[config.mk]
export PLATFORM = sky130hd
export DESIGN_NAME = ble_sensor_adv_decode_and_table
export DESIGN_NICKNAME = d
export VERILOG_FILES = /design/src/bsad_pkg.sv /design/src/bsad_ram.sv /design/src/bsad_queue.sv /design/src/bsad_front.sv /design/src/bsad_back.sv /design/src/ble_sensor_adv_decode_and_table.sv
export SDC_FILE = /design/constraint.sdc
export NUM_CORES = 2
export LEC_CHECK = 0
export ABC_AREA = 0
export BUFFER_PORTS_ARGS = -buffer_cell sky130_fd_sc_hd__buf_4
export CAP_MARGIN = 20
export CORE_MARGIN = 4
export CORE_UTILIZATION = 65
export DETAILED_ROUTE_END_ITERATION = 12
export PLACE_DENSITY = 0.79
export SLEW_MARGIN = 30
export SYNTH_ARGS = -nofsm -noshare
export SYNTH_HDL_FRONTEND = slang
export SYNTH_SLANG_ARGS = --single-unit
[constraint.sdc]
create_clock -name i_clk -period 26.3 [get_ports i_clk]
set_input_delay 2.63 -clock i_clk [delete_from_list [all_inputs] [get_ports i_clk]]
set_output_delay 2.63 -clock i_clk [all_outputs]
set_load 0.03 [all_outputs]
[src/bsad_pkg.sv]
// ----------------------------------------------------------------------------
// bsad_pkg: shared types and constants for the sensor advertisement decoder
// Holds the decoded record layout, the queue entry, the back-end states and
// the constants of the manufacturer-data formats.
// ----------------------------------------------------------------------------
package bsad_pkg;

    localparam int TAG_SLOTS_DEF = 16;

    localparam int CAP_DEPTH = 17;

    localparam logic [4:0] CNT_MAX       = 5'd31;
    localparam logic [4:0] MIN_LEN_HDR   = 5'd3;
    localparam logic [4:0] MIN_LEN_FMT5  = 5'd26;
    localparam logic [4:0] MIN_LEN_FMT3  = 5'd16;

    localparam logic [7:0] COMPANY_ID_LO = 8'h99;
    localparam logic [7:0] COMPANY_ID_HI = 8'h04;
    localparam logic [7:0] FMT_FIVE      = 8'd5;
    localparam logic [7:0] FMT_THREE     = 8'd3;

    localparam logic [15:0] TEMP_MISSING  = 16'h8000;
    localparam logic [15:0] RAW_MISSING   = 16'hFFFF;
    localparam logic [16:0] PRESS_OFFSET  = 17'd50000;
    localparam logic [10:0] BATT_UNKNOWN  = 11'd2047;
    localparam logic [15:0] BATT_OFFSET   = 16'd1600;
    localparam logic [15:0] FMT3_SCALE    = 16'd200;

    typedef struct packed {
        logic        is_format_five;
        logic        temp_valid;
        logic [15:0] temperature;
        logic        humidity_valid;
        logic [15:0] humidity;
        logic        pressure_valid;
        logic [16:0] pressure_pa;
        logic [15:0] battery_mv;
        logic [7:0]  signal_out;
    } t_record;

    typedef struct packed {
        logic        ok;
        t_record     rec;
        logic [47:0] addr;
        logic [31:0] now_ms;
    } t_job;

    typedef struct packed {
        logic        stored;
        logic [3:0]  slot_index;
        t_record     rec;
    } t_result;

    typedef enum logic [1:0] {
        BK_IDLE,
        BK_SCAN,
        BK_WRITE,
        BK_DONE
    } t_back_state;

endpackage

[src/bsad_ram.sv]
// ----------------------------------------------------------------------------
// bsad_ram: generic single-port-write, single-port-read RAM
// One write and one registered read per cycle.
// ----------------------------------------------------------------------------
module bsad_ram #(
    parameter int WIDTH = 8,
    parameter int DEPTH = 16,
    parameter int AW    = (DEPTH > 1) ? $clog2(DEPTH) : 1
) (
    input  logic             i_clk,
    input  logic             i_we,
    input  logic [AW-1:0]    i_waddr,
    input  logic [WIDTH-1:0] i_wdata,
    input  logic [AW-1:0]    i_raddr,
    output logic [WIDTH-1:0] o_rdata
);

    logic [WIDTH-1:0] r_mem [DEPTH];
    logic [WIDTH-1:0] r_rdata;

    always_ff @(posedge i_clk) begin
        if (i_we) begin
            r_mem[i_waddr] <= i_wdata;
        end
        r_rdata <= r_mem[i_raddr];
    end

    assign o_rdata = r_rdata;

endmodule

[src/bsad_queue.sv]
// ----------------------------------------------------------------------------
// bsad_queue: two-entry queue between the packet front end and the table
// Decouples byte intake from the slot search so either side can stall.
// ----------------------------------------------------------------------------
module bsad_queue (
    input  logic          i_clk,
    input  logic          i_rst_n,
    input  logic          i_push,
    input  bsad_pkg::t_job i_job,
    output logic          o_full,
    input  logic          i_pop,
    output bsad_pkg::t_job o_job,
    output logic          o_empty
);
    import bsad_pkg::*;

    t_job       r_mem [2];
    logic       r_wr;
    logic       r_rd;
    logic [1:0] r_count;

    assign o_full  = (r_count == 2'd2);
    assign o_empty = (r_count == 2'd0);
    assign o_job   = r_mem[r_rd];

    always_ff @(posedge i_clk) begin
        if (i_push) begin
            r_mem[r_wr] <= i_job;
        end
    end

    always_ff @(posedge i_clk) begin
        if (!i_rst_n) begin
            r_wr    <= 1'b0;
            r_rd    <= 1'b0;
            r_count <= 2'd0;
        end else begin
            if (i_push) begin
                r_wr <= ~r_wr;
            end
            if (i_pop) begin
                r_rd <= ~r_rd;
            end
            case ({i_push, i_pop})
                2'b10:   r_count <= r_count + 2'd1;
                2'b01:   r_count <= r_count - 2'd1;
                default: r_count <= r_count;
            endcase
        end
    end

endmodule

[src/bsad_front.sv]
// ----------------------------------------------------------------------------
// bsad_front: byte intake, header check and fixed-point decode
// Captures the first bytes of each packet and, on the last byte, queues a
// decoded record together with the tag address and the time.
// ----------------------------------------------------------------------------
module bsad_front (
    input  logic           i_clk,
    input  logic           i_rst_n,
    input  logic           i_cfg_we,
    input  logic           i_cfg_wdata,
    input  logic           i_s_tvalid,
    output logic           o_s_tready,
    input  logic [7:0]     i_data_byte,
    input  logic           i_last_byte,
    input  logic [47:0]    i_tag_address,
    input  logic [7:0]     i_signal_strength,
    input  logic [31:0]    i_now_ms,
    input  logic           i_q_full,
    output logic           o_push,
    output bsad_pkg::t_job o_job
);
    import bsad_pkg::*;

    logic        r_enable;
    logic [4:0]  r_cnt;
    logic [7:0]  r_cap [CAP_DEPTH];

    logic        accept;
    logic [4:0]  n_cnt;
    logic [7:0]  v_byte [CAP_DEPTH];
    logic        hdr_ok;
    logic [15:0] raw_a;
    logic [15:0] raw_b;
    logic [15:0] raw_c;
    logic [15:0] raw_d;
    logic [10:0] batt_code;
    logic [15:0] mag;
    t_job        job;

    assign o_s_tready = ~i_q_full;
    assign accept     = i_s_tvalid & ~i_q_full;
    assign n_cnt      = (r_cnt < CNT_MAX) ? r_cnt + 5'd1 : CNT_MAX;

    always_comb begin
        for (int k = 0; k < CAP_DEPTH; k++) begin
            v_byte[k] = (r_cnt == 5'(k)) ? i_data_byte : r_cap[k];
        end
    end

    always_comb begin
        job       = '0;
        hdr_ok    = r_enable && (n_cnt >= MIN_LEN_HDR) &&
                    (v_byte[0] == COMPANY_ID_LO) && (v_byte[1] == COMPANY_ID_HI);
        raw_a     = '0;
        raw_b     = '0;
        raw_c     = '0;
        raw_d     = '0;
        batt_code = '0;
        mag       = '0;
        if (hdr_ok && v_byte[2] == FMT_FIVE && n_cnt >= MIN_LEN_FMT5) begin
            raw_a     = {v_byte[3], v_byte[4]};
            raw_b     = {v_byte[5], v_byte[6]};
            raw_c     = {v_byte[7], v_byte[8]};
            raw_d     = {v_byte[15], v_byte[16]};
            batt_code = raw_d[15:5];
            job.ok                 = 1'b1;
            job.rec.is_format_five = 1'b1;
            if (raw_a != TEMP_MISSING) begin
                job.rec.temp_valid  = 1'b1;
                job.rec.temperature = raw_a;
            end
            if (raw_b != RAW_MISSING) begin
                job.rec.humidity_valid = 1'b1;
                job.rec.humidity       = raw_b;
            end
            if (raw_c != RAW_MISSING) begin
                job.rec.pressure_valid = 1'b1;
                job.rec.pressure_pa    = {1'b0, raw_c} + PRESS_OFFSET;
            end
            job.rec.battery_mv = (batt_code != BATT_UNKNOWN) ?
                                 {5'd0, batt_code} + BATT_OFFSET : 16'd0;
        end else if (hdr_ok && v_byte[2] == FMT_THREE && n_cnt >= MIN_LEN_FMT3) begin
            raw_c = {v_byte[6], v_byte[7]};
            mag   = {9'd0, v_byte[4][6:0]} * FMT3_SCALE + {7'd0, v_byte[5], 1'b0};
            job.ok                 = 1'b1;
            job.rec.temp_valid     = 1'b1;
            job.rec.temperature    = v_byte[4][7] ? (16'd0 - mag) : mag;
            job.rec.humidity_valid = 1'b1;
            job.rec.humidity       = {8'd0, v_byte[3]} * FMT3_SCALE;
            job.rec.pressure_valid = 1'b1;
            job.rec.pressure_pa    = {1'b0, raw_c} + PRESS_OFFSET;
            job.rec.battery_mv     = {v_byte[14], v_byte[15]};
        end
        if (job.ok) begin
            job.rec.signal_out = i_signal_strength;
            job.addr           = i_tag_address;
            job.now_ms         = i_now_ms;
        end
    end

    assign o_push = accept & i_last_byte;
    assign o_job  = job;

    always_ff @(posedge i_clk) begin
        for (int k = 0; k < CAP_DEPTH; k++) begin
            if (accept && r_cnt == 5'(k)) begin
                r_cap[k] <= i_data_byte;
            end
        end
    end

    always_ff @(posedge i_clk) begin
        if (!i_rst_n) begin
            r_enable <= 1'b1;
            r_cnt    <= 5'd0;
        end else begin
            if (i_cfg_we) begin
                r_enable <= i_cfg_wdata;
            end
            if (accept) begin
                r_cnt <= i_last_byte ? 5'd0 : n_cnt;
            end
        end
    end

endmodule

[src/bsad_back.sv]
// ----------------------------------------------------------------------------
// bsad_back: tag table and result output
// For a decoded packet, scans the slot table one slot per cycle for a
// matching address, the first free slot and the least recently seen slot,
// then writes the chosen slot; every packet's result is registered.
// ----------------------------------------------------------------------------
module bsad_back #(
    parameter int TAG_SLOTS = bsad_pkg::TAG_SLOTS_DEF
) (
    input  logic              i_clk,
    input  logic              i_rst_n,
    input  logic              i_q_empty,
    input  bsad_pkg::t_job    i_job,
    output logic              o_pop,
    input  logic              i_m_tready,
    output logic              o_m_tvalid,
    output bsad_pkg::t_result o_result
);
    import bsad_pkg::*;

    localparam int IW = (TAG_SLOTS > 1) ? $clog2(TAG_SLOTS) : 1;
    localparam logic [IW-1:0] LAST_SLOT = IW'(TAG_SLOTS - 1);

    t_back_state r_state;
    t_back_state n_state;

    t_job        r_job;
    logic [IW-1:0] r_rd_idx;
    logic        r_rd_done;
    logic        r_cmp_valid;
    logic [IW-1:0] r_cmp_idx;
    logic        r_hit_found;
    logic [IW-1:0] r_hit_idx;
    logic        r_free_found;
    logic [IW-1:0] r_free_idx;
    logic        r_min_found;
    logic [IW-1:0] r_min_idx;
    logic [31:0] r_min_time;
    logic        r_used [TAG_SLOTS];
    logic [IW-1:0] r_slot;
    logic        r_out_valid;
    t_result     r_out;

    logic        pop;
    logic        ram_we;
    logic        load_out;
    logic [IW-1:0] pick;
    logic [79:0] ram_rdata;
    logic        used_c;

    assign pick = r_hit_found  ? r_hit_idx  :
                  r_free_found ? r_free_idx : r_min_idx;
    assign used_c = r_used[r_cmp_idx];

    bsad_ram #(
        .WIDTH (80),
        .DEPTH (TAG_SLOTS),
        .AW    (IW)
    ) u_table (
        .i_clk   (i_clk),
        .i_we    (ram_we),
        .i_waddr (pick),
        .i_wdata ({r_job.now_ms, r_job.addr}),
        .i_raddr (r_rd_idx),
        .o_rdata (ram_rdata)
    );

    always_comb begin
        n_state  = r_state;
        pop      = 1'b0;
        ram_we   = 1'b0;
        load_out = 1'b0;
        case (r_state)
            BK_IDLE: begin
                if (!i_q_empty) begin
                    pop     = 1'b1;
                    n_state = i_job.ok ? BK_SCAN : BK_DONE;
                end
            end
            BK_SCAN: begin
                if (r_cmp_valid && r_cmp_idx == LAST_SLOT) begin
                    n_state = BK_WRITE;
                end
            end
            BK_WRITE: begin
                ram_we  = 1'b1;
                n_state = BK_DONE;
            end
            BK_DONE: begin
                if (!r_out_valid || i_m_tready) begin
                    load_out = 1'b1;
                    n_state  = BK_IDLE;
                end
            end
            default: begin
                n_state = BK_IDLE;
            end
        endcase
    end

    assign o_pop = pop;

    always_ff @(posedge i_clk) begin
        if (!i_rst_n) begin
            r_state <= BK_IDLE;
        end else begin
            r_state <= n_state;
        end
    end

    always_ff @(posedge i_clk) begin
        if (pop) begin
            r_job        <= i_job;
            r_rd_idx     <= '0;
            r_rd_done    <= 1'b0;
            r_cmp_valid  <= 1'b0;
            r_hit_found  <= 1'b0;
            r_free_found <= 1'b0;
            r_min_found  <= 1'b0;
        end else if (r_state == BK_SCAN) begin
            r_cmp_valid <= ~r_rd_done;
            r_cmp_idx   <= r_rd_idx;
            if (!r_rd_done) begin
                if (r_rd_idx == LAST_SLOT) begin
                    r_rd_done <= 1'b1;
                end else begin
                    r_rd_idx <= r_rd_idx + IW'(1);
                end
            end
            if (r_cmp_valid) begin
                if (used_c && ram_rdata[47:0] == r_job.addr && !r_hit_found) begin
                    r_hit_found <= 1'b1;
                    r_hit_idx   <= r_cmp_idx;
                end
                if (!used_c && !r_free_found) begin
                    r_free_found <= 1'b1;
                    r_free_idx   <= r_cmp_idx;
                end
                if (used_c && (!r_min_found || ram_rdata[79:48] < r_min_time)) begin
                    r_min_found <= 1'b1;
                    r_min_idx   <= r_cmp_idx;
                    r_min_time  <= ram_rdata[79:48];
                end
            end
        end
        if (ram_we) begin
            r_slot <= pick;
        end
        if (load_out) begin
            r_out.stored     <= r_job.ok;
            r_out.slot_index <= r_job.ok ? 4'(r_slot) : 4'd0;
            r_out.rec        <= r_job.rec;
        end
    end

    always_ff @(posedge i_clk) begin
        if (!i_rst_n) begin
            for (int k = 0; k < TAG_SLOTS; k++) begin
                r_used[k] <= 1'b0;
            end
            r_out_valid <= 1'b0;
        end else begin
            if (ram_we) begin
                r_used[pick] <= 1'b1;
            end
            if (load_out) begin
                r_out_valid <= 1'b1;
            end else if (i_m_tready) begin
                r_out_valid <= 1'b0;
            end
        end
    end

    assign o_m_tvalid = r_out_valid;
    assign o_result   = r_out;

endmodule

[src/ble_sensor_adv_decode_and_table.sv]
// ----------------------------------------------------------------------------
// ble_sensor_adv_decode_and_table: sensor advertisement decoder and tag table
//
// Channel   Dir  Payload
// s_axis    in   tdata: data_byte, tag_address, signal_strength, now_ms;
//                tlast: last_byte
// m_axis    out  tdata: decoded record and slot; tuser: is_format_five
// cfg       in   decode_enable, written when i_cfg_we is high
//
// The front end takes one byte per cycle while the queue is not full; each
// last byte queues one packet. The back end reads the table RAM once per slot
// and then writes it for a decoded packet, and skips the scan for a rejected one.
// A two-entry queue lets bytes keep flowing during the slot scan; the input
// stalls only when the queue is full. Reset empties the table at once.
// ----------------------------------------------------------------------------
module ble_sensor_adv_decode_and_table #(
    parameter int TAG_SLOTS = bsad_pkg::TAG_SLOTS_DEF
) (
    input  logic         i_clk,
    input  logic         i_rst_n,
    input  logic         i_cfg_we,
    input  logic         i_cfg_wdata,
    input  logic         i_s_tvalid,
    output logic         o_s_tready,
    // data_byte[7:0], tag_address[55:8], signal_strength[63:56], now_ms[95:64]
    input  logic [95:0]  i_s_tdata,
    input  logic         i_s_tlast,
    output logic         o_m_tvalid,
    input  logic         i_m_tready,
    // stored[0], slot_index[4:1], temp_valid[5], temperature[21:6],
    // humidity_valid[22], humidity[38:23], pressure_valid[39],
    // pressure_pa[56:40], battery_mv[72:57], signal_out[80:73], zero[87:81]
    output logic [87:0]  o_m_tdata,
    // is_format_five[0]
    output logic         o_m_tuser
);
    import bsad_pkg::*;

    logic    q_full;
    logic    q_empty;
    logic    push;
    logic    pop;
    t_job    front_job;
    t_job    back_job;
    t_result result;

    bsad_front u_front (
        .i_clk             (i_clk),
        .i_rst_n           (i_rst_n),
        .i_cfg_we          (i_cfg_we),
        .i_cfg_wdata       (i_cfg_wdata),
        .i_s_tvalid        (i_s_tvalid),
        .o_s_tready        (o_s_tready),
        .i_data_byte       (i_s_tdata[7:0]),
        .i_last_byte       (i_s_tlast),
        .i_tag_address     (i_s_tdata[55:8]),
        .i_signal_strength (i_s_tdata[63:56]),
        .i_now_ms          (i_s_tdata[95:64]),
        .i_q_full          (q_full),
        .o_push            (push),
        .o_job             (front_job)
    );

    bsad_queue u_queue (
        .i_clk   (i_clk),
        .i_rst_n (i_rst_n),
        .i_push  (push),
        .i_job   (front_job),
        .o_full  (q_full),
        .i_pop   (pop),
        .o_job   (back_job),
        .o_empty (q_empty)
    );

    bsad_back #(
        .TAG_SLOTS (TAG_SLOTS)
    ) u_back (
        .i_clk      (i_clk),
        .i_rst_n    (i_rst_n),
        .i_q_empty  (q_empty),
        .i_job      (back_job),
        .o_pop      (pop),
        .i_m_tready (i_m_tready),
        .o_m_tvalid (o_m_tvalid),
        .o_result   (result)
    );

    assign o_m_tdata = {7'd0,
                        result.rec.signal_out,
                        result.rec.battery_mv,
                        result.rec.pressure_pa,
                        result.rec.pressure_valid,
                        result.rec.humidity,
                        result.rec.humidity_valid,
                        result.rec.temperature,
                        result.rec.temp_valid,
                        result.slot_index,
                        result.stored};
    assign o_m_tuser = result.rec.is_format_five;

endmodule

==> impl_metrics.toml <==
[status]
outcome = "completed"

[placed_design]
dpl.hpwl_mm = 90.8
gp_congestion = 0.865
dp.cells = 5566
dpl_cell_area_mm2 = 0.0844
io_buffer_count = 186
pre_cts_slack_ns = 19.43

[timing]
hold_viol_final = 0
slew_headroom_pct = 31.5
fmax_mhz = 164
finalSetupViolCount = 0
worstMarginPinSlew_ns = 1.03
grt_setup_unrepaired = "false"
setup_ws_ns = 20.19
tns_ns = 0
fin_crit_sh_pct = 23.2
fin_crit_ns = 6.11
finClkSkew_ns = 0.0342
slew_viol_final = 0

[cts]
insertion_delay_ns = 0.83
cts_hold_buf = 0
htree_levels = 4
cts_max_path_buffers = 3
cts_resized = 0
cts_tree = "yes"
cts_num_sinks = 2102
cts_buffers = 195
clkTransAtPathRegs_ns = 0.06
cts_setup_buffers = 0
cts_root_buf = "clkbuf_16"

[min_path]
hold_path_startpoint = "u_back.r_job[138]"
hold_path.class = "flop to flop"
hold_end = "u_back.o_result[58]"
whs_path_depth = 0

[critical_path]
worstSetupPathType = "primary input to flop"
cp-end-kind = "flop"
ff2ff_path_depth = 20
reg2reg_slack_ns = 20.70
crit_path_max_incr_delay_ns = 0.46
cp_slowest_cell = "fa_1"
rr_endpoint = "u_queue.r_mem[1][154]"
worst_path_most_repeated_cell = "ha_1"
worstPathMaxFanout = 24
r2r-start = "u_front.r_cnt[0]"
startpoint = "i_s_tdata[2]"
cp.arrival_ns = 6.62
start_kind = "primary input"
crit_required_ns = 26.81
cpLargestDelayFamily = "adder cells"
crit_chain = "buf_4 -> mux2i_4 -> inv_2 -> ha_1 -> ha_1 -> fa_1 -> ha_1 -> a211oi_1 -> nor2_1 -> xor2_1 -> nand2_1 -> a211oi_2 -> or3_1 -> a21oi_1 -> a31oi_1 -> xor2_1 -> o22ai_1"
path_buf_inv = 2

[synth]
synth_top_area_share_pct = 73.5
synth_area_leader_cell = "edfxtp_1"
synthDistinctLibCells = 87
synthFlopType = "edfxtp_1"
synth_area_leaders = "edfxtp_1 74%, mux4_2 11%, dfxtp_1 3.0%"
synth_seq_cells = 2102
synth-edff-count = 1979
synthCells = 3838
async_reset_ff_share_pct = 0
yosysWarnings = 0
synth_most_common_cell = "edfxtp_1"
synth_area_mm2 = 0.0808
avgSynthCellArea_um2 = 21.1
yosysSeqAreaShare_pct = 76.6
synth_top_cells_by_count = "1979 x edfxtp_1, 405 x mux4_2, 169 x mux2_2, 123 x dfxtp_1, 122 x clkbuf_1"

[routing]
drt_drc_violations_left = 0
ant_nets = 0
via_count = 38877
avgViaCountPerCell = 6.55
drtPass1Iterations = 6
drt_iter0_markers = 5242
wire_per_inst_um = 30.2
drt_wl_total_mm = 179

[finish]
final_cell_area_mm2 = 0.0907
area_growth_pct = 12.2
fin_cells = 5934
nets = 4348
utilization_pct = 73.3
drive_gt1_share_pct = 26.9

[floorplanning]
die_width_um = 361
start_util_pct = 65.4
boundaryPins = 194
die_h_um = 361
dieArea_mm2 = 0.130
num_rows = 129
fp.coreArea_mm2 = 0.124

[power_and_ir_drop]
ir_drop_uv = 82.5
cellLeakagePower_uw = 0.0294
power.density_mw_per_mm2 = 94.9

[global_route]
grt-ovfl-total = 0
antenna_found_initial = 4
grt_pass1_wl_mm = 266
grt_use_total_pct = 27.8
grt_pass1_vias = 40408
grt_max_degree = 111

[job]
max-cap-violations = 0
routing by layer:
metal	track usage (%)	routed length, um
met5	0	13
met2	46.1	92400
met3	5.32	15400
met1	38.1	66500
met4	9.00	5210
through the flow:
step | hold slack [ns] | total power, uW
detailed placement | 0.405 | 5880
global route | 0.414 | 8920
CTS | 0.409 | 8640
floorplan | 0.400 | 5430
global placement | 0.401 | 5820
finish | 0.404 | 8610
registers in the layout, summed over array words and instances, names as in the netlist, 2 cells and up, named ones only:
register / count
u_back.u_table.r_mem: 1280
u_back.r_cmp_idx: 4
u_back.r_min_idx: 4
u_back.r_used: 16
u_back.r_state: 2
u_queue.r_count: 2
u_back.r_hit_idx: 4
u_front.r_cap: 91
u_back.r_min_time: 32
u_front.r_cnt: 5
u_back.u_table.o_rdata: 80
u_queue.r_mem: 316
u_back.o_result: 82
u_back.r_rd_idx: 4
u_back.r_job: 158
u_back.r_free_idx: 4
u_back.r_slot: 4
cells in the final DEF, fill, tap and decap left out, types with 28 or more instances in the layout:
| master | instances |
|---|---|
| and2_1 | 101 |
| mux4_2 | 405 |
| ha_1 | 112 |
| clkbuf_1 | 56 |
| inv_1 | 96 |
| xor2_1 | 47 |
| a21oi_1 | 36 |
| clkinv_1 | 39 |
| nor2_1 | 52 |
| buf_4 | 245 |
| dfxtp_1 | 118 |
| o22ai_1 | 53 |
| mux2_2 | 169 |
| o21ai_0 | 28 |
| clkinv_2 | 32 |
| xnor2_1 | 67 |
| mux2i_1 | 67 |
| clkbuf_16 | 198 |
| nand2_1 | 51 |
| edfxtp_1 | 1979 |
worst reg2reg max path: stages, from the launching register on:
cell and delay (ns):
dfxtp_1 0.39, inv_1 0.13, ha_1 0.22, nor4bb_4 0.50, buf_6 0.23, mux2i_4 0.39, inv_2 0.16, ha_1 0.22
ha_1 0.31, fa_1 0.46, ha_1 0.36, a211oi_1 0.34, nor2_1 0.10, xor2_1 0.37, nand2_1 0.12, a211oi_2 0.25
or3_1 0.19, a21oi_1 0.08, a31oi_1 0.21, xor2_1 0.16, o22ai_1 0.11
worst max path at each step:
| stage | cells after the start | end |
|---|---|---|
| CTS | 17 | u_queue.r_mem[1][154] |
| detailed placement | 17 | u_queue.r_mem[0][154] |
| finish | 17 | u_queue.r_mem[1][154] |
| global route | 17 | u_queue.r_mem[1][154] |
| global placement | 17 | u_queue.r_mem[0][154] |
| floorplan | 3 | u_queue.r_mem[0][0] |
power by group:
group / total, uW / switching, uW / internal, uW
Sequential: 4560 / 335 / 4220
Clock: 2750 / 1210 / 1540
Combinational: 1300 / 678 / 622
Total: 8610 / 2230 / 6380
kinds of logic after synthesis:
group                    synth area share [%]
AND/OR/NAND/NOR                          2.56
buffers and inverters                    1.32
multiplexers                             14.5
flip-flops                               76.6
other                                 0.00464
AO/OA/AOI/OAI                            1.87
adder cells (fa/ha/maj)                  1.90
XOR/XNOR                                 1.24
area by class of cell:
cell class / count / area [um2]
Antenna cell: 3 / 7.51
Multi-Input combinational cell: 1475 / 18100
Tap cell: 1637 / 2050
Fill cell: 6751 / 33000
Inverter: 99 / 382
Clock buffer: 263 / 5290
Timing Repair Buffer: 255 / 2030
Sequential cell: 2102 / 61900
Clock inverter: 100 / 937
Power figures use the tool's default switching activity.
